### config.mk
export PLATFORM = sky130hd
export DESIGN_NAME = mpeg_video_start_code_parser_unit_flat
export DESIGN_NICKNAME = d
export VERILOG_FILES = /design/src/rtl/mvsc_pkg.sv /design/src/rtl/mvsc_stream_if.sv /design/src/rtl/mvsc_parse_core.sv /design/src/rtl/mpeg_video_start_code_parser_unit.sv /design/src/flat_wrapper.sv
export SDC_FILE = /design/constraint.sdc
export NUM_CORES = 1
export LEC_CHECK = 0
export BUFFER_PORTS_ARGS = -buffer_cell sky130_fd_sc_hd__buf_2
export CAP_MARGIN = 40
export CORE_MARGIN = 2
export CORE_UTILIZATION = 61
export DETAILED_ROUTE_END_ITERATION = 8
export PLACE_DENSITY = 0.95
export SYNTH_ARGS = -nofsm -noshare
export SYNTH_HDL_FRONTEND = slang
export SYNTH_SLANG_ARGS = --single-unit
### constraint.sdc
create_clock -name i_clk -period 14.51 [get_ports i_clk]
set_clock_uncertainty 0.15 [all_clocks]
set_input_delay 4.353 -clock i_clk [delete_from_list [all_inputs] [get_ports i_clk]]
set_output_delay 4.353 -clock i_clk [all_outputs]
set_load 0.005 [all_outputs]
### src/rtl/mvsc_pkg.sv
// Types, constants and a helper function shared by the start code parser.
package mvsc_pkg;

    localparam logic [2:0] KIND_SEQ     = 3'd0;
    localparam logic [2:0] KIND_GOP     = 3'd1;
    localparam logic [2:0] KIND_PIC     = 3'd2;
    localparam logic [2:0] KIND_SLICE   = 3'd3;
    localparam logic [2:0] KIND_AUDIO   = 3'd4;
    localparam logic [2:0] KIND_UNKNOWN = 3'd5;
    localparam logic [2:0] KIND_TRUNC   = 3'd6;

    localparam logic [7:0] SC_PIC         = 8'h00;
    localparam logic [7:0] SC_SLICE_FIRST = 8'h01;
    localparam logic [7:0] SC_SLICE_LAST  = 8'hAF;
    localparam logic [7:0] SC_SEQ         = 8'hB3;
    localparam logic [7:0] SC_GOP         = 8'hB8;
    localparam logic [7:0] SC_AUDIO_FIRST = 8'hE0;
    localparam logic [7:0] SC_AUDIO_LAST  = 8'hEF;

    localparam logic [7:0] PREFIX_ZERO = 8'h00;
    localparam logic [7:0] PREFIX_ONE  = 8'h01;

    localparam logic [3:0] RATE_MIN = 4'd1;
    localparam logic [3:0] RATE_MAX = 4'd8;

    typedef struct packed {
        logic [7:0] data_byte;
        logic       stream_end;
    } t_in_item;

    typedef struct packed {
        logic [2:0]  kind;
        logic [7:0]  start_code;
        logic [11:0] frame_width;
        logic [11:0] frame_height;
        logic [3:0]  rate_code;
        logic        rate_known;
        logic [2:0]  picture_type;
    } t_out_item;

    function automatic logic [2:0] classify(input logic [7:0] code);
        logic [2:0] kind;
        if (code == SC_SEQ) begin
            kind = KIND_SEQ;
        end else if (code == SC_GOP) begin
            kind = KIND_GOP;
        end else if (code == SC_PIC) begin
            kind = KIND_PIC;
        end else if (code >= SC_SLICE_FIRST && code <= SC_SLICE_LAST) begin
            kind = KIND_SLICE;
        end else if (code >= SC_AUDIO_FIRST && code <= SC_AUDIO_LAST) begin
            kind = KIND_AUDIO;
        end else begin
            kind = KIND_UNKNOWN;
        end
        return kind;
    endfunction

endpackage

### src/rtl/mvsc_stream_if.sv
// Valid/ready stream interface that carries one payload per transaction.
interface mvsc_stream_if #(
    parameter type T_PAYLOAD = logic
);
    logic     valid;
    logic     ready;
    T_PAYLOAD payload;

    modport source (output valid, output payload, input ready);
    modport sink   (input valid, input payload, output ready);
endinterface

### src/rtl/mvsc_parse_core.sv
// Prefix window, header state machine and result decode of the parser.
module mvsc_parse_core (
    input  logic                i_clk,
    input  logic                i_rst_n,
    input  logic                i_step,
    input  mvsc_pkg::t_in_item  i_item,
    output logic                o_res_valid,
    output mvsc_pkg::t_out_item o_res
);
    import mvsc_pkg::*;

    typedef enum logic [3:0] {
        PH_SCAN = 4'b0001,
        PH_CODE = 4'b0010,
        PH_SEQ  = 4'b0100,
        PH_PIC  = 4'b1000
    } t_phase;

    t_phase     r_phase, n_phase;
    logic [7:0] r_win0, r_win1, r_win2;
    logic [7:0] n_win0, n_win1, n_win2;
    logic [7:0] r_held, n_held;
    logic [1:0] r_count, n_count;
    logic [7:0] r_pay [3];
    logic       w_pay_we;
    logic [1:0] w_pay_idx;
    logic [7:0] w_byte;
    logic [3:0] w_rate;

    assign w_byte = i_item.data_byte;
    assign w_rate = w_byte[3:0];

    always_comb begin
        n_phase     = r_phase;
        n_win0      = r_win0;
        n_win1      = r_win1;
        n_win2      = r_win2;
        n_held      = r_held;
        n_count     = r_count;
        w_pay_we    = 1'b0;
        w_pay_idx   = r_count;
        o_res_valid = 1'b0;
        o_res       = '0;
        if (i_step) begin
            unique case (r_phase)
                PH_SCAN: begin
                    n_win0 = r_win1;
                    n_win1 = r_win2;
                    n_win2 = w_byte;
                    if (r_win1 == PREFIX_ZERO && r_win2 == PREFIX_ZERO &&
                        w_byte == PREFIX_ONE) begin
                        n_phase = PH_CODE;
                        n_count = 2'd0;
                    end
                end
                PH_CODE: begin
                    n_held  = w_byte;
                    n_count = 2'd0;
                    if (w_byte == SC_SEQ) begin
                        n_phase = PH_SEQ;
                    end else if (w_byte == SC_PIC) begin
                        n_phase = PH_PIC;
                    end else begin
                        o_res_valid      = 1'b1;
                        o_res.kind       = classify(w_byte);
                        o_res.start_code = w_byte;
                        n_phase          = PH_SCAN;
                    end
                end
                PH_SEQ: begin
                    if (r_count != 2'd3) begin
                        w_pay_we = 1'b1;
                        n_count  = r_count + 2'd1;
                    end else begin
                        o_res_valid        = 1'b1;
                        o_res.kind         = KIND_SEQ;
                        o_res.start_code   = r_held;
                        o_res.frame_width  = {r_pay[0], r_pay[1][7:4]};
                        o_res.frame_height = {r_pay[1][3:0], r_pay[2]};
                        o_res.rate_code    = w_rate;
                        o_res.rate_known   = (w_rate >= RATE_MIN) && (w_rate <= RATE_MAX);
                        n_phase            = PH_SCAN;
                        n_count            = 2'd0;
                    end
                end
                PH_PIC: begin
                    if (r_count == 2'd0) begin
                        w_pay_we = 1'b1;
                        n_count  = 2'd1;
                    end else begin
                        o_res_valid        = 1'b1;
                        o_res.kind         = KIND_PIC;
                        o_res.start_code   = r_held;
                        o_res.picture_type = w_byte[5:3];
                        n_phase            = PH_SCAN;
                        n_count            = 2'd0;
                    end
                end
                default: begin
                    n_phase = PH_SCAN;
                end
            endcase

            if (i_item.stream_end) begin
                if (n_phase == PH_SEQ || n_phase == PH_PIC) begin
                    o_res_valid      = 1'b1;
                    o_res            = '0;
                    o_res.kind       = KIND_TRUNC;
                    o_res.start_code = n_held;
                end
                n_phase = PH_SCAN;
                n_win0  = '0;
                n_win1  = '0;
                n_win2  = '0;
                n_held  = '0;
                n_count = 2'd0;
            end
        end
    end

    always_ff @(posedge i_clk) begin
        if (!i_rst_n) begin
            r_phase <= PH_SCAN;
            r_win0  <= '0;
            r_win1  <= '0;
            r_win2  <= '0;
            r_held  <= '0;
            r_count <= 2'd0;
        end else begin
            r_phase <= n_phase;
            r_win0  <= n_win0;
            r_win1  <= n_win1;
            r_win2  <= n_win2;
            r_held  <= n_held;
            r_count <= n_count;
        end
    end

    always_ff @(posedge i_clk) begin
        if (w_pay_we) begin
            r_pay[w_pay_idx] <= w_byte;
        end
    end

endmodule

### src/rtl/mpeg_video_start_code_parser_unit.sv
// Top level of the MPEG video start code and header parser.
// The parser takes one stream byte per clock while not stalled and gives at most one result per
// byte. A byte is captured in an input register, decoded against the prefix window and header
// state, and its result, if any, lands in the output register. Both registers advance together
// whenever the output register is empty or its result is being taken, which keeps the throughput
// at one byte per clock unless the output register holds a result that is not taken.
module mpeg_video_start_code_parser_unit (
    input  logic          i_clk,
    input  logic          i_rst_n,
    mvsc_stream_if.sink   i_in,
    mvsc_stream_if.source o_out
);
    import mvsc_pkg::*;

    logic      w_advance;
    logic      r_in_valid;
    t_in_item  r_in_item;
    logic      r_out_valid;
    t_out_item r_out_item;
    logic      w_res_valid;
    t_out_item w_res;

    assign w_advance = !r_out_valid || o_out.ready;
    assign i_in.ready = w_advance;

    mvsc_parse_core u_core (
        .i_clk       (i_clk),
        .i_rst_n     (i_rst_n),
        .i_step      (w_advance && r_in_valid),
        .i_item      (r_in_item),
        .o_res_valid (w_res_valid),
        .o_res       (w_res)
    );

    always_ff @(posedge i_clk) begin
        if (!i_rst_n) begin
            r_in_valid  <= 1'b0;
            r_out_valid <= 1'b0;
        end else if (w_advance) begin
            r_in_valid  <= i_in.valid;
            r_out_valid <= r_in_valid && w_res_valid;
        end
    end

    always_ff @(posedge i_clk) begin
        if (w_advance) begin
            r_in_item  <= i_in.payload;
            r_out_item <= w_res;
        end
    end

    assign o_out.valid   = r_out_valid;
    assign o_out.payload = r_out_item;

endmodule

### src/flat_wrapper.sv
// flat-port wrapper written by rule: the top's interface ports become plain ports
module mpeg_video_start_code_parser_unit_flat import mvsc_pkg::*;
  (i_clk, i_rst_n, i_in_valid, i_in_payload, i_in_ready, o_out_valid, o_out_payload, o_out_ready);
  mvsc_stream_if #(.T_PAYLOAD(t_in_item)) i_in_i ();
  mvsc_stream_if #(.T_PAYLOAD(t_out_item)) o_out_i ();
  input  logic i_clk;
  input  logic i_rst_n;
  input wire logic [$bits(i_in_i.valid)-1:0] i_in_valid;
  input wire logic [$bits(i_in_i.payload)-1:0] i_in_payload;
  output wire logic [$bits(i_in_i.ready)-1:0] i_in_ready;
  output wire logic [$bits(o_out_i.valid)-1:0] o_out_valid;
  output wire logic [$bits(o_out_i.payload)-1:0] o_out_payload;
  input wire logic [$bits(o_out_i.ready)-1:0] o_out_ready;
  assign i_in_i.valid = i_in_valid;
  assign i_in_i.payload = i_in_payload;
  assign i_in_ready = i_in_i.ready;
  assign o_out_valid = o_out_i.valid;
  assign o_out_payload = o_out_i.payload;
  assign o_out_i.ready = o_out_ready;
  mpeg_video_start_code_parser_unit u_core (.i_clk(i_clk), .i_rst_n(i_rst_n), .i_in(i_in_i), .o_out(o_out_i));
endmodule
==> out/metrics.cfg <==
[floorplanning]
die_x_microns=89.6
initial_core_util_pct=62.3
core_area_sq_mm=0.00718
die-area_sq_mm=0.00803
num_rows=31
io_pins=58
die_y_microns=89.6

[route]
vias=3152
dr.pass1.iters=5
antenna_left=0
viasPerCell=6.23
first_iter_violations=431
wl_per_cell_microns=17.7
route.final.wire_length_microns=8930
route.detailed.drc=0

[worst_setup_path]
cp_max_fo=66
cp_top_family=buffers and inverters
critical_path_class=in2out
end_kind=output pin
worst_ep_arrival_time_ns=5.41
critPathMaxStageDelay_ns=0.61
worst_path_most_repeated_cell=buf_2
crit_start=o_out_ready
path_cells=buf_2, nor2b_1, inv_2, buf_4, buf_2
crit_buf_inv=4
worstPathRequired_ns=10.01
startpoint_type=input port
cp_slowest_cell=buf_4
regToRegStartpoint=u_core.o_out.valid$_SDFFE_PN0N_

[synthesis]
synthFlopType=edfxtp_1
avgSynthCellArea_sq_um=12.5
synth.distinct_cells=50
syn_inst=358
synth_edf_count=76
synth_nets=375
synth.cell_area_sq_mm=0.00447
synth.top_cell.area_share_pct=51.0
synth-seq-area-share_pct=65.4
synth.largest_area_cell=edfxtp_1
synthTopCellsByCount=edfxtp_1, dfxtp_1, and2_1
synth.most_common_cell=edfxtp_1
synth.area.top_cells=edfxtp_1, dfxtp_1, and2_1, a22oi_1, nand2_1
synth-seq-cells=108
async_flop_share_pct=0
yosysWarnings=0

[clock_tree]
clockRootBuffer=clkbuf_8
cts_tree=yes
clk_pin_slew_ns=0.10
clock_sinks=108
hold_buffers=0
worstSkewPairLatency_ns=0.37
cts_buffers=9
clk_path_buf_depth=2
post-cts-setup-buffers=0
cts_resized=0
h-tree-depth=3

[timing]
whs_ns=0.331
final_max_slew_viol_count=0
finalSetupTns_ns=0
period_needed_ns=9.92
setup_viol=0
clock.fmax_mhz=101
grt_setup_unrepaired=false
relSlewSlack_pct=40.3
hold_viol=0
tightest_slew_ns=0.893
fin_crit_sh_pct=68.3

[global_route]
grt_pass1_vias=2897
grt_overflow_total=0
antenna_found_initial=0
grt_max_degree=67
grt_pass1_wl_microns=13800
grt_usage_pct=23.5

[placed_design]
gp_congestion=0.842
dp_hpwl_microns=5590
portBuffers=57

[hold_path]
worstHoldStart=u_core.u_core.r_held[0]$_SDFFE_PN0P_
hp-class=reg2reg

[run]
cap_viol_max_count=0

[layout]
multi_input_area_sq_mm=0.00139
area_delta_synth_final_pct=11.8
regArea_sq_mm=0.00292
drive_gt1_share_pct=19.9
final_util_pct=69.7
num_antenna_cells=0
fillers=469
final_net_count=419

[power]
p_per_area_mw_per_mm2=107
ir_drop_uv=55.7
power_leakage_nw=1.93

[outcome]
status=complete, no violations

## state kept, by name, indices dropped and copies added (netlist names)
register and flops:
u_core.r_in_item 9, u_core.o_out.valid 1, u_core.u_core.r_phase 4, u_core.u_core.r_count 2, u_core.o_out.payload 43, u_core.u_core.r_win2 8
u_core.u_core.r_pay 24, u_core.u_core.r_win1 8, u_core.u_core.r_held 8, u_core.r_in_valid 1
## layout make-up
cell class	instances	share of cell area [%]
tap	99	2.48
sequential	108	58.5
clock buffer	10	2.55
clock inverter	6	1.58
inverter	7	0.526
timing repair buffer	60	6.56
multi-input combinational	216	27.9
## layout by cell type, fill, tap and decap left out, types with 5 or more instances in the layout
cell,netlist,routed
clkbuf_8,0,9
inv_1,7,6
edfxtp_1,76,76
dfxtp_1,32,32
a21oi_1,14,14
nor4_1,7,7
a22oi_1,22,22
nand2_1,24,24
and2_1,30,30
buf_2,7,57
a21o_1,7,7
o21ai_0,5,5
nand4_1,12,12
o22ai_1,7,7
and3_1,7,7
nor2_1,22,22
a21boi_0,5,5
## path summary, 6_finish.rpt
kind | end | slack [ns] | cells past startpoint
hold reg to reg | u_core.u_core.r_held[0]$_SDFFE_PN0P_ | 0.33 | 2
setup / recovery | i_in_ready | 4.59 | 5
hold / removal | u_core.u_core.r_held[0]$_SDFFE_PN0P_ | 0.33 | 2
setup reg to reg | u_core.o_out.payload[28]$_SDFFCE_PN0N_ | 11.50 | 6
## power breakdown
| part | internal [mW] | switching (mW) | total, mW |
|---|---|---|---|
| sequential | 0.329 | 0.00772 | 0.337 |
| clock | 0.0838 | 0.103 | 0.187 |
| combinational | 0.00501 | 0.00777 | 0.0128 |
| total | 0.418 | 0.118 | 0.536 |
## per-layer routing
| layer | GRT usage (%) | part of all wire [%] | vias to the layer above |
|---|---|---|---|
| met5 | 0 | 0 | - |
| met4 | 11.8 | 3.6 | 0 |
| met3 | 7.31 | 9.5 | 33 |
| met2 | 38.2 | 50 | 194 |
| met1 | 28.4 | 37 | 1477 |
| li1 | - | - | 1448 |
## logic make-up (layout without fill, tap and decap cells)
kind of cell | after synthesis | in the layout | share of synthesized area [%]
simple gates | 129 | 129 | 16.8
flops | 108 | 108 | 65.4
compound gates | 81 | 81 | 12.8
buf+inv | 34 | 83 | 3.47
fa+ha+maj | 4 | 4 | 1.12
xor+xnor | 1 | 1 | 0.196
mux | 1 | 1 | 0.224
## worst reg2reg max path, stage by stage (launching register included)
cell and delay [ns]:
dfxtp_1 0.33, nor2b_1 0.16, inv_2 0.05, buf_4 0.61
and2_1 0.60, and3_1 0.73, and2_1 0.24
## metrics by stage
stage               setup slack [ns]  total power, mW  instances  instance area [sq um]
detailed placement              4.60            0.356        490                   4790
CTS                             4.59            0.537        506                   5000
floorplan                       3.85            0.349        358                   4470
finish                          4.59            0.536        506                   5000
global placement                4.67            0.354        488                   4760
global route                    4.48            0.550        506                   5000
(Power assumes the default switching activity.)
